File: config.mk
export PLATFORM = sky130hd
export DESIGN_NAME = edge_triggered_button_debouncer_unit
export DESIGN_NICKNAME = d
export VERILOG_FILES = /design/src/hdl/etbd_pkg.sv /design/src/hdl/edge_triggered_button_debouncer_unit.sv
export SDC_FILE = /design/constraint.sdc
export NUM_CORES = 2
export LEC_CHECK = 0
export BUFFER_PORTS_ARGS = -buffer_cell sky130_fd_sc_hd__buf_2
export CAP_MARGIN = 20
export CORE_MARGIN = 3
export CORE_UTILIZATION = 50
export CTS_BUF_LIST = sky130_fd_sc_hd__clkbuf_4
export CTS_CLUSTER_SIZE = 25
export DETAILED_ROUTE_END_ITERATION = 12
export HOLD_SLACK_MARGIN = 0.12
export PLACE_DENSITY = 0.7
export SYNTH_ARGS = -nofsm -noshare
export SYNTH_HDL_FRONTEND = slang
export SYNTH_SLANG_ARGS = --single-unit
File: constraint.sdc
create_clock -name i_clk -period 6.9 [get_ports i_clk]
set_input_delay 2.07 -clock i_clk [delete_from_list [all_inputs] [get_ports i_clk]]
set_output_delay 2.07 -clock i_clk [all_outputs]
set_load 0.05 [all_outputs]
File: src/hdl/etbd_pkg.sv
// shared constants and field layout for the button debouncer
`default_nettype none

package etbd_pkg;

    localparam int unsigned NUM_BUTTONS_DEF = 8;
    localparam int unsigned MASK_W          = 8;
    localparam int unsigned TIME_W          = 32;
    localparam int unsigned DT_W            = 16;
    localparam int unsigned SEL_W           = 3;
    localparam int unsigned COUNT_W         = 32;

    localparam logic [DT_W-1:0] DEBOUNCE_RESET = 16'd20;

    // input word layout, lowest bit up
    localparam int unsigned IN_NOW_LO    = 0;
    localparam int unsigned IN_EDGE_LO   = IN_NOW_LO + TIME_W;
    localparam int unsigned IN_DEDGE_BIT = IN_EDGE_LO + MASK_W;
    localparam int unsigned IN_LVL_LO    = IN_DEDGE_BIT + 1;
    localparam int unsigned IN_DLVL_BIT  = IN_LVL_LO + MASK_W;
    localparam int unsigned IN_TAKE_LO   = IN_DLVL_BIT + 1;
    localparam int unsigned IN_DTAKE_BIT = IN_TAKE_LO + MASK_W;
    localparam int unsigned IN_SEL_LO    = IN_DTAKE_BIT + 1;
    localparam int unsigned IN_USED      = IN_SEL_LO + SEL_W;
    localparam int unsigned IN_W         = ((IN_USED + 7) / 8) * 8;

    // output word layout, lowest bit up
    localparam int unsigned OUT_FLAGS_LO   = 0;
    localparam int unsigned OUT_TAKEN_LO   = OUT_FLAGS_LO + MASK_W;
    localparam int unsigned OUT_DTAKEN_BIT = OUT_TAKEN_LO + MASK_W;
    localparam int unsigned OUT_DFLAG_BIT  = OUT_DTAKEN_BIT + 1;
    localparam int unsigned OUT_COUNT_LO   = OUT_DFLAG_BIT + 1;
    localparam int unsigned OUT_USED       = OUT_COUNT_LO + COUNT_W;
    localparam int unsigned OUT_W          = ((OUT_USED + 7) / 8) * 8;

endpackage

`default_nettype wire

File: src/hdl/edge_triggered_button_debouncer_unit.sv
// edge-triggered delayed-sample debouncer for up to eight buttons and a display key
`default_nettype none

// One input word per clock, sustained while downstream takes every result. Each word is
// captured in an input register; once the output register is free, every button line and
// the display key run one wrapping 32-bit subtract and compare against the debounce time
// in parallel, the state is updated and the result word is loaded into the output
// register. Both stages stall only while the output register holds a word that
// downstream has not taken. debounce_time is written through the cfg channel, which is
// always ready; the user must write it only while no word is in flight, and the block
// itself does not enforce this. Button lines at or above NUM_BUTTONS keep no state.
module edge_triggered_button_debouncer_unit #(
    parameter int unsigned NUM_BUTTONS = etbd_pkg::NUM_BUTTONS_DEF
) (
    input  wire logic                          i_clk,
    input  wire logic                          i_rst_n,
    input  wire logic                          i_cfg_valid,
    output logic                               o_cfg_ready,
    input  wire logic [etbd_pkg::DT_W-1:0]     i_cfg_data,
    input  wire logic                          i_s_axis_tvalid,
    output logic                               o_s_axis_tready,
    // now_ms, edge_mask, display_edge, button_levels, display_level,
    // take_mask, take_display, count_select, zero fill
    input  wire logic [etbd_pkg::IN_W-1:0]     i_s_axis_tdata,
    output logic                               o_m_axis_tvalid,
    input  wire logic                          i_m_axis_tready,
    // press_flags, taken_mask, display_taken, display_flag, selected_count, zero fill
    output logic [etbd_pkg::OUT_W-1:0]         o_m_axis_tdata
);
    import etbd_pkg::*;

    localparam int unsigned LINES = (NUM_BUTTONS < MASK_W) ? NUM_BUTTONS : MASK_W;

    // configuration
    logic [DT_W-1:0] r_dt;

    // input stage
    logic              r_in_valid;
    logic [TIME_W-1:0] r_now;
    logic [MASK_W-1:0] r_edge;
    logic              r_dedge;
    logic [MASK_W-1:0] r_lvl;
    logic              r_dlvl;
    logic [MASK_W-1:0] r_take;
    logic              r_dtake;
    logic [SEL_W-1:0]  r_sel;

    // debouncer state
    logic [LINES-1:0]   r_armed, n_armed;
    logic [TIME_W-1:0]  r_start [LINES], n_start [LINES];
    logic [COUNT_W-1:0] r_count [LINES], n_count [LINES];
    logic [LINES-1:0]   r_flags, n_flags;
    logic               r_darmed, n_darmed;
    logic [TIME_W-1:0]  r_dstart, n_dstart;
    logic               r_dpress, n_dpress;

    // result stage
    logic               r_out_valid;
    logic [LINES-1:0]   r_o_flags;
    logic [LINES-1:0]   r_o_taken;
    logic               r_o_dtaken;
    logic               r_o_dflag;
    logic [COUNT_W-1:0] r_o_count;

    logic               adv;
    logic               fire;
    logic [LINES-1:0]   n_taken;
    logic               n_dtaken;
    logic [COUNT_W-1:0] n_sel_count;
    logic               arm;
    logic               close;
    logic [TIME_W-1:0]  start;
    logic [TIME_W-1:0]  dt_ext;

    assign adv             = !r_out_valid || i_m_axis_tready;
    assign fire            = adv && r_in_valid;
    assign o_s_axis_tready = !r_in_valid || adv;
    assign o_cfg_ready     = 1'b1;
    assign dt_ext          = TIME_W'(r_dt);

    always_comb begin
        n_armed     = r_armed;
        n_start     = r_start;
        n_count     = r_count;
        n_flags     = r_flags;
        n_darmed    = r_darmed;
        n_dstart    = r_dstart;
        n_dpress    = r_dpress;
        n_taken     = '0;
        n_dtaken    = 1'b0;
        n_sel_count = '0;
        arm         = 1'b0;
        close       = 1'b0;
        start       = '0;

        // arm on edge, then close once the window has run its length
        for (int i = 0; i < LINES; i++) begin
            arm        = r_edge[i] | r_armed[i];
            start      = r_edge[i] ? r_now : r_start[i];
            close      = arm && ((r_now - start) >= dt_ext);
            n_armed[i] = arm && !close;
            n_start[i] = start;
            if (close && r_lvl[i]) begin
                n_flags[i] = 1'b1;
                n_count[i] = r_count[i] + COUNT_W'(1);
            end
        end

        arm      = r_dedge | r_darmed;
        start    = r_dedge ? r_now : r_dstart;
        close    = arm && ((r_now - start) >= dt_ext);
        n_darmed = arm && !close;
        n_dstart = start;
        if (close && r_dlvl) begin
            n_dpress = 1'b1;
        end

        // takes act on the flags as they stand after this word's sampling
        for (int i = 0; i < LINES; i++) begin
            if (r_take[i] && n_flags[i]) begin
                n_flags[i] = 1'b0;
                n_taken[i] = 1'b1;
            end
        end
        if (r_dtake && n_dpress) begin
            n_dpress = 1'b0;
            n_dtaken = 1'b1;
        end

        for (int i = 0; i < LINES; i++) begin
            if (32'(r_sel) == i) begin
                n_sel_count = n_count[i];
            end
        end
    end

    always_ff @(posedge i_clk) begin
        if (!i_rst_n) begin
            r_dt <= DEBOUNCE_RESET;
        end else if (i_cfg_valid) begin
            r_dt <= i_cfg_data;
        end
    end

    always_ff @(posedge i_clk) begin
        if (!i_rst_n) begin
            r_in_valid <= 1'b0;
        end else if (o_s_axis_tready) begin
            r_in_valid <= i_s_axis_tvalid;
        end
    end

    always_ff @(posedge i_clk) begin
        if (o_s_axis_tready && i_s_axis_tvalid) begin
            r_now   <= i_s_axis_tdata[IN_NOW_LO +: TIME_W];
            r_edge  <= i_s_axis_tdata[IN_EDGE_LO +: MASK_W];
            r_dedge <= i_s_axis_tdata[IN_DEDGE_BIT];
            r_lvl   <= i_s_axis_tdata[IN_LVL_LO +: MASK_W];
            r_dlvl  <= i_s_axis_tdata[IN_DLVL_BIT];
            r_take  <= i_s_axis_tdata[IN_TAKE_LO +: MASK_W];
            r_dtake <= i_s_axis_tdata[IN_DTAKE_BIT];
            r_sel   <= i_s_axis_tdata[IN_SEL_LO +: SEL_W];
        end
    end

    always_ff @(posedge i_clk) begin
        if (!i_rst_n) begin
            r_armed  <= '0;
            r_flags  <= '0;
            r_darmed <= 1'b0;
            r_dstart <= '0;
            r_dpress <= 1'b0;
            for (int i = 0; i < LINES; i++) begin
                r_start[i] <= '0;
                r_count[i] <= '0;
            end
        end else if (fire) begin
            r_armed  <= n_armed;
            r_flags  <= n_flags;
            r_darmed <= n_darmed;
            r_dstart <= n_dstart;
            r_dpress <= n_dpress;
            r_start  <= n_start;
            r_count  <= n_count;
        end
    end

    always_ff @(posedge i_clk) begin
        if (!i_rst_n) begin
            r_out_valid <= 1'b0;
        end else if (adv) begin
            r_out_valid <= r_in_valid;
        end
    end

    always_ff @(posedge i_clk) begin
        if (fire) begin
            r_o_flags  <= n_flags;
            r_o_taken  <= n_taken;
            r_o_dtaken <= n_dtaken;
            r_o_dflag  <= n_dpress;
            r_o_count  <= n_sel_count;
        end
    end

    always_comb begin
        o_m_axis_tdata                                = '0;
        o_m_axis_tdata[OUT_FLAGS_LO +: MASK_W]        = MASK_W'(r_o_flags);
        o_m_axis_tdata[OUT_TAKEN_LO +: MASK_W]        = MASK_W'(r_o_taken);
        o_m_axis_tdata[OUT_DTAKEN_BIT]                = r_o_dtaken;
        o_m_axis_tdata[OUT_DFLAG_BIT]                 = r_o_dflag;
        o_m_axis_tdata[OUT_COUNT_LO +: COUNT_W]       = r_o_count;
    end

    assign o_m_axis_tvalid = r_out_valid;

endmodule

`default_nettype wire

### Word-level counts from Yosys, hierarchy flattened

Cells that the tools add are included.

* output and inout port bits: 59
* logic and storage cells: 183
* bits of input ports: 85
* register bits: 692

* $add $sub $neg: 17
* reductions and logical operators: 52
* order comparisons: 9
* bitwise operators: 9
* equal/unequal tests: 7
* muxes and demuxes: 52

Operators by type and width (count)
* 2-to-1 mux 32 bit: 25
* >= comparator 32 x 16 -> 1 bit: 9
* subtractor 32 bit: 9
* adder 32 x 1 -> 32 bit, second input constant: 8
* logical AND 1 bit: 38
* 2-to-1 mux 1 bit: 27
* == test 3 bit, second input constant: 4
* logical NOT 1 bit: 11
* bitwise OR 1 bit: 9
* == test 3 x 2 -> 1 bit, second input constant: 2
* == test 3 x 1 -> 1 bit, second input constant: 1
* logical NOT 3 bit: 1
* logical OR 1 bit: 2

### Logic depth before layout (Yosys ltp)

* depth in word-level cells: 14
* mapped depth: 30
* mapped depth without buffers: 27

### Least setup slack after synthesis

OpenSTA, ideal clock, no wires.

* path type: register to register
* from: register r_now[1]
* to: register r_o_dtaken (data pin)
* cell stages (with the launch flop): 23
* period minus slack after synthesis: 6.208 ns
* data required time: 6.644 ns
* library setup time: 0.256 ns
* arrival time: 5.952 ns
* setup slack: 0.692 ns
* cell sequence: edfxtp_1 clkbuf_1 mux2i_1 fa_1 a21o_1 a21oi_1 nor2_1 nor3_1 o21ai_0 a21o_1 a211oi_1 nor2_1 ha_1 a21o_1 a211o_1 a211oi_1 nor4_1 or4_1 or4_1 or4_1 nor4_1 nand4_1 a22o_1

* word-level cells in the longest chain between the ends: 8

RTL lines
* from (decl): RTL line edge_triggered_button_debouncer_unit.sv:39 `logic [TIME_W-1:0] r_now;`
* from (signal assigned): RTL line edge_triggered_button_debouncer_unit.sv:155 `r_now <= i_s_axis_tdata[IN_NOW_LO +: TIME_W];`
* 2-to-1 mux 32 bit: RTL line edge_triggered_button_debouncer_unit.sv:110 `start = r_dedge ? r_now : r_dstart;`
* subtractor 32 bit (*): RTL line edge_triggered_button_debouncer_unit.sv:111 `close = arm && ((r_now - start) >= dt_ext);`
* >= comparator 32 x 16 -> 1 bit (*): RTL line edge_triggered_button_debouncer_unit.sv:111
* logical AND 1 bit (*): RTL line edge_triggered_button_debouncer_unit.sv:111
* logical AND 1 bit (*): RTL line edge_triggered_button_debouncer_unit.sv:114 `if (close && r_dlvl) begin`
* 2-to-1 mux 1 bit (*): RTL line edge_triggered_button_debouncer_unit.sv:114
* logical AND 1 bit (*): RTL line edge_triggered_button_debouncer_unit.sv:125 `if (r_dtake && n_dpress) begin`
* 2-to-1 mux 1 bit (*): RTL line edge_triggered_button_debouncer_unit.sv:125
* net n_dtaken: RTL line edge_triggered_button_debouncer_unit.sv:68 `logic n_dtaken;`
* to (signal assigned): RTL line edge_triggered_button_debouncer_unit.sv:200 `r_o_dtaken <= n_dtaken;`
* to (decl): RTL line edge_triggered_button_debouncer_unit.sv:61 `logic r_o_dtaken;`

Mark *: on every way through the listed nets, which the timed path passes. The rest lies on a longest branch.
A chain may end at the register's enable or synchronous reset.

### Final worst setup path

* from: register r_edge[5]
* to: register r_o_count[28] (data pin)

* word-level cells in the longest chain between the ends: 9
* elaborated cells on any way between the ends: 10
* classes of those cells: add/sub: 1; order compare: 1; mux: 5; bitwise: 1; reduce/logical: 2

RTL lines
* from (decl): RTL line edge_triggered_button_debouncer_unit.sv:40 `logic [MASK_W-1:0] r_edge;`
* from (signal assigned): RTL line edge_triggered_button_debouncer_unit.sv:156 `r_edge <= i_s_axis_tdata[IN_EDGE_LO +: MASK_W];`
* 2-to-1 mux 32 bit: RTL line edge_triggered_button_debouncer_unit.sv:99 `start = r_edge[i] ? r_now : r_start[i];`
* subtractor 32 bit: RTL line edge_triggered_button_debouncer_unit.sv:100 `close = arm && ((r_now - start) >= dt_ext);`
* >= comparator 32 x 16 -> 1 bit: RTL line edge_triggered_button_debouncer_unit.sv:100
* logical AND 1 bit (*): RTL line edge_triggered_button_debouncer_unit.sv:100
* logical AND 1 bit (*): RTL line edge_triggered_button_debouncer_unit.sv:103 `if (close && r_lvl[i]) begin`
* 2-to-1 mux 32 bit (*): RTL line edge_triggered_button_debouncer_unit.sv:103
* 2-to-1 mux 32 bit (*) (3 in series): RTL line edge_triggered_button_debouncer_unit.sv:131 `if (32'(r_sel) == i) begin`
* net n_sel_count[28]: RTL line edge_triggered_button_debouncer_unit.sv:69 `logic [COUNT_W-1:0] n_sel_count;`
* to (signal assigned): RTL line edge_triggered_button_debouncer_unit.sv:202 `r_o_count <= n_sel_count;`
* to (decl): RTL line edge_triggered_button_debouncer_unit.sv:63 `logic [COUNT_W-1:0] r_o_count;`

Marks and branches as above.

==> impl_metrics.prom <==
# TYPE chip_impl_metric gauge
chip_impl_info{name="status",value="finished, final reports clean"} 1
chip_impl_metric{name="synthesized_area_per_cell",unit="um2"} 7.969
chip_impl_info{name="dominantRegCellSynth",value="sky130_fd_sc_hd__dfxtp_1"} 1
chip_impl_metric{name="postRouteWirelength",unit="um"} 184300
chip_impl_metric{name="drt_wl_cell",unit="um"} 21.22
chip_impl_metric{name="final_routed_drc_violation_total",unit=""} 0
chip_impl_info{name="worst_setup_path_start_kind",value="register"} 1
chip_impl_metric{name="floorplan.initialDensity",unit="%"} 50.50
chip_impl_metric{name="routed_via_density",unit=""} 6.171
chip_impl_metric{name="vdd_ir_drop_max",unit="V"} 0.0001645
chip_impl_metric{name="finalClockSkew",unit="ns"} 0.1126
chip_impl_info{name="mostFrequentLayoutCell",value="sky130_fd_sc_hd__nor2_1"} 1
chip_impl_info{name="main_area_contributors_after_synthesis",value="sky130_fd_sc_hd__dfxtp_1 21%, sky130_fd_sc_hd__ha_1 9.8%, sky130_fd_sc_hd__nor2_1 6.1%"} 1
chip_impl_metric{name="max_clock_freq",unit="GHz"} 0.1508
chip_impl_metric{name="arrival_time_at_the_worst_endpoint",unit="ns"} 7.52
chip_impl_metric{name="buffer_ports.inserted",unit=""} 134
chip_impl_metric{name="dp_cells",unit=""} 8298
chip_impl_metric{name="multiInputGateArea",unit="um2"} 38140
chip_impl_metric{name="gr-usage-all-layers",unit="%"} 31.39
chip_impl_metric{name="final_period_minus_worst_setup_slack",unit="ns"} 6.629
chip_impl_metric{name="post-route-period-util",unit="%"} 96.08
chip_impl_metric{name="worst_ep_required_time",unit="ns"} 7.79
chip_impl_metric{name="worstSkewPairLatency",unit="ns"} 1.26
chip_impl_info{name="post-synth-top-area-cell",value="sky130_fd_sc_hd__dfxtp_1"} 1
chip_impl_metric{name="clockBufferDepth",unit=""} 3
chip_impl_metric{name="yosysWarnings",unit=""} 0
chip_impl_metric{name="clk_transition_reported_paths",unit="ns"} 0.06
chip_impl_metric{name="total_leakage_power",unit="nW"} 23.76
chip_impl_metric{name="routed-via-count",unit=""} 53600
chip_impl_info{name="timing_worst_setup_path_type",value="register to register"} 1
chip_impl_metric{name="place_hpwl",unit="um"} 134400
chip_impl_metric{name="netlist_instances",unit=""} 6908
chip_impl_metric{name="die-area",unit="um2"} 114100
chip_impl_metric{name="detail-route-antenna-nets",unit=""} 0
chip_impl_metric{name="cap_violations",unit=""} 0
chip_impl_metric{name="antenna_found_initial",unit=""} 7
chip_impl_metric{name="drt_iter0_markers",unit=""} 4471
chip_impl_metric{name="grt_pass1_wl",unit="um"} 281900
chip_impl_metric{name="number_of_global_route_vias_before_repair",unit=""} 49920
chip_impl_metric{name="die_y",unit="um"} 337.8
chip_impl_metric{name="h-tree-depth",unit=""} 4
chip_impl_metric{name="synth_seq_area_share",unit="%"} 27.20
chip_impl_metric{name="floorplan.rows",unit=""} 121
chip_impl_metric{name="synth_edf_count",unit=""} 112
chip_impl_metric{name="mappedNetlistArea",unit="um2"} 55050
chip_impl_info{name="unrepaired_setup_endpoints_after_global_routing",value="no"} 1
chip_impl_metric{name="register_area",unit="um2"} 14970
chip_impl_info{name="setup.worst_path.end_class",value="register"} 1
chip_impl_metric{name="synth-async-reset-ratio",unit="%"} 0
chip_impl_metric{name="cts_sinks",unit=""} 692
chip_impl_metric{name="final_hold_viol_count",unit=""} 0
chip_impl_info{name="crit_slowest_cell",value="sky130_fd_sc_hd__fa_1"} 1
chip_impl_metric{name="final-instance-count-excl-fill",unit=""} 8686
chip_impl_metric{name="timing_max_transition_violations_final",unit=""} 0
chip_impl_metric{name="power.density_cell_area",unit="nW/um2"} 207.0
chip_impl_info{name="layout.cells.most_common_list",value="896 x sky130_fd_sc_hd__nor2_1, 580 x sky130_fd_sc_hd__dfxtp_1, 550 x sky130_fd_sc_hd__nand2_1, 433 x sky130_fd_sc_hd__ha_1, 432 x sky130_fd_sc_hd__a21oi_1"} 1
chip_impl_metric{name="netlist.area_leader.share",unit="%"} 21.09
chip_impl_info{name="cts.root.buffer_cell",value="sky130_fd_sc_hd__clkbuf_4"} 1
chip_impl_metric{name="peak_per_stage_delay_on_the_critical_path",unit="ns"} 0.48
chip_impl_info{name="hp-class",value="register to register"} 1
chip_impl_metric{name="yosys_register_bits",unit=""} 692
chip_impl_metric{name="layout-drive-gt1-share",unit="%"} 11.44
chip_impl_metric{name="dr.pass1.iters",unit=""} 6
chip_impl_metric{name="timing.setup.tns",unit="ns"} 0
chip_impl_metric{name="core",unit="um2"} 109000
chip_impl_metric{name="worst-slew-pin-transition",unit="ns"} 1.041
chip_impl_metric{name="design.final.nets",unit=""} 7625
chip_impl_metric{name="cts_made_buffers",unit=""} 201
chip_impl_metric{name="place.gp.congestion",unit=""} 0.9881
chip_impl_metric{name="globalRoute.totalOverflow",unit=""} 0
chip_impl_metric{name="die_outline_width",unit="um"} 337.8
chip_impl_metric{name="ioPinCount",unit=""} 144
chip_impl_metric{name="highest_net_fanout_along_the_worst_path",unit=""} 13
chip_impl_info{name="cts_tree",value="yes"} 1
chip_impl_metric{name="area_delta_synth_final",unit="%"} 10.71
chip_impl_metric{name="finalSetupViolations",unit=""} 0
chip_impl_metric{name="n_fill_cell",unit=""} 10240
chip_impl_metric{name="relSlewSlack",unit="%"} 30.61
chip_impl_metric{name="pin_count_of_the_biggest_net_entering_global_routing",unit=""} 209
chip_impl_metric{name="yosys.cell_types.count",unit=""} 101
-- path summary, 6_finish.rpt --
path	to	slack [ns]	startpoint	cells after the start
setup / recovery	r_o_count[28]	0.27	r_edge[5]	26
hold / removal	r_dstart[0]	0.46	r_dstart[0]	2
setup reg to reg	r_o_count[28]	0.27	r_edge[5]	26
hold reg to reg	r_dstart[0]	0.46	r_dstart[0]	2
-- cell usage after synthesis (136+ instances only) --
| library cell | number |
|---|---|
| sky130_fd_sc_hd__a211oi_1 | 352 |
| sky130_fd_sc_hd__a21oi_1 | 437 |
| sky130_fd_sc_hd__clkbuf_1 | 327 |
| sky130_fd_sc_hd__dfxtp_1 | 580 |
| sky130_fd_sc_hd__ha_1 | 433 |
| sky130_fd_sc_hd__inv_1 | 136 |
| sky130_fd_sc_hd__mux2i_1 | 321 |
| sky130_fd_sc_hd__nand2_1 | 551 |
| sky130_fd_sc_hd__nand3_1 | 224 |
| sky130_fd_sc_hd__nor2_1 | 898 |
| sky130_fd_sc_hd__nor3_1 | 160 |
| sky130_fd_sc_hd__o21ai_0 | 297 |
| sky130_fd_sc_hd__xnor2_1 | 337 |
| sky130_fd_sc_hd__xor2_1 | 242 |
-- stage by stage --
step / power (W) / hold slack, ns / setup slack [ns] / utilization (%) / cell area [um2]
floorplan: 0.007391 / 0.4338 / 0.6917 / - / 55070
global placement: 0.008408 / 0.4389 / 0.06479 / 53.20 / 57990
detailed placement: 0.008475 / 0.4480 / 0.03780 / 53.20 / 57990
CTS: 0.01262 / 0.4565 / 0.03747 / 55.67 / 60680
global route: 0.01338 / 0.4683 / 0.0003304 / 55.90 / 60930
finish: 0.01262 / 0.4551 / 0.2706 / 55.91 / 60940
-- power by group --
part	switching, W	internal, W	leakage [nW]
sequential	0.000113	0.00427	5.81
combinational	0.00252	0.00160	16.4
clock	0.00198	0.00213	1.58
total	0.00462	0.00800	23.8
-- critical path, delay by kind of cell (launching register included) --
kind	cells	cell delay, ns
AO/OA/AOI/OAI	8	1.84
flip-flops	1	0.47
XOR/XNOR	2	0.45
buffers and inverters	2	0.46
adder cells (fa/ha/maj)	2	0.75
multiplexers	1	0.20
AND/OR/NAND/NOR	11	2.11
-- metal layers --
metal / global-route usage, % / share of wire [%] / vias up
met3: 4.762 / 6.6 / 532
li1: - / - / 25880
met1: 40.06 / 42 / 25150
met4: 21.43 / 7.3 / 0
met5: 0 / 0 / -
met2: 48.94 / 44 / 2040
-- layout make-up --
class / instances / share of cell area (%)
clock buffer: 310 / 3.819
sequential: 692 / 24.57
timing repair buffer: 385 / 4.663
multi-input combinational: 5679 / 62.58
antenna: 10 / 0.04106
clock inverter: 57 / 0.5441
inverter: 139 / 0.8808
tap: 1414 / 2.903
-- repair_timing --
| action | 4_1_cts | 5_1_grt |
|---|---|---|
| hold endpoints to repair | 0 | 0 |
| resized for setup | 0 | 32 |
| setup buffers | 2 | 8 |
| cloned | 0 | 0 |
| hold buffers | 0 | 0 |
| pin swaps | 0 | 2 |
| setup endpoints to repair | 1 | 84 |
-- cell families (layout without fill, tap and decap cells) --
logic type	after synthesis	after routing	share of synthesized area [%]
compound gates	1782	1782	21.58
fa+ha+maj	442	442	10.17
simple gates	2531	2531	21.78
other cells	2	17	0.01364
xor+xnor	579	579	9.212
flops	692	692	27.20
mux	338	338	6.205
buf+inv	542	891	3.835
-- sequential cells by signal (all words and copies together) (netlist names), 16 cells and up --
| register | count |
|---|---|
| r_start | 256 |
| r_dstart | 32 |
| r_count | 256 |
| r_now | 32 |
| r_dt | 16 |
| r_o_count | 32 |
(Power assumes the default switching activity.)
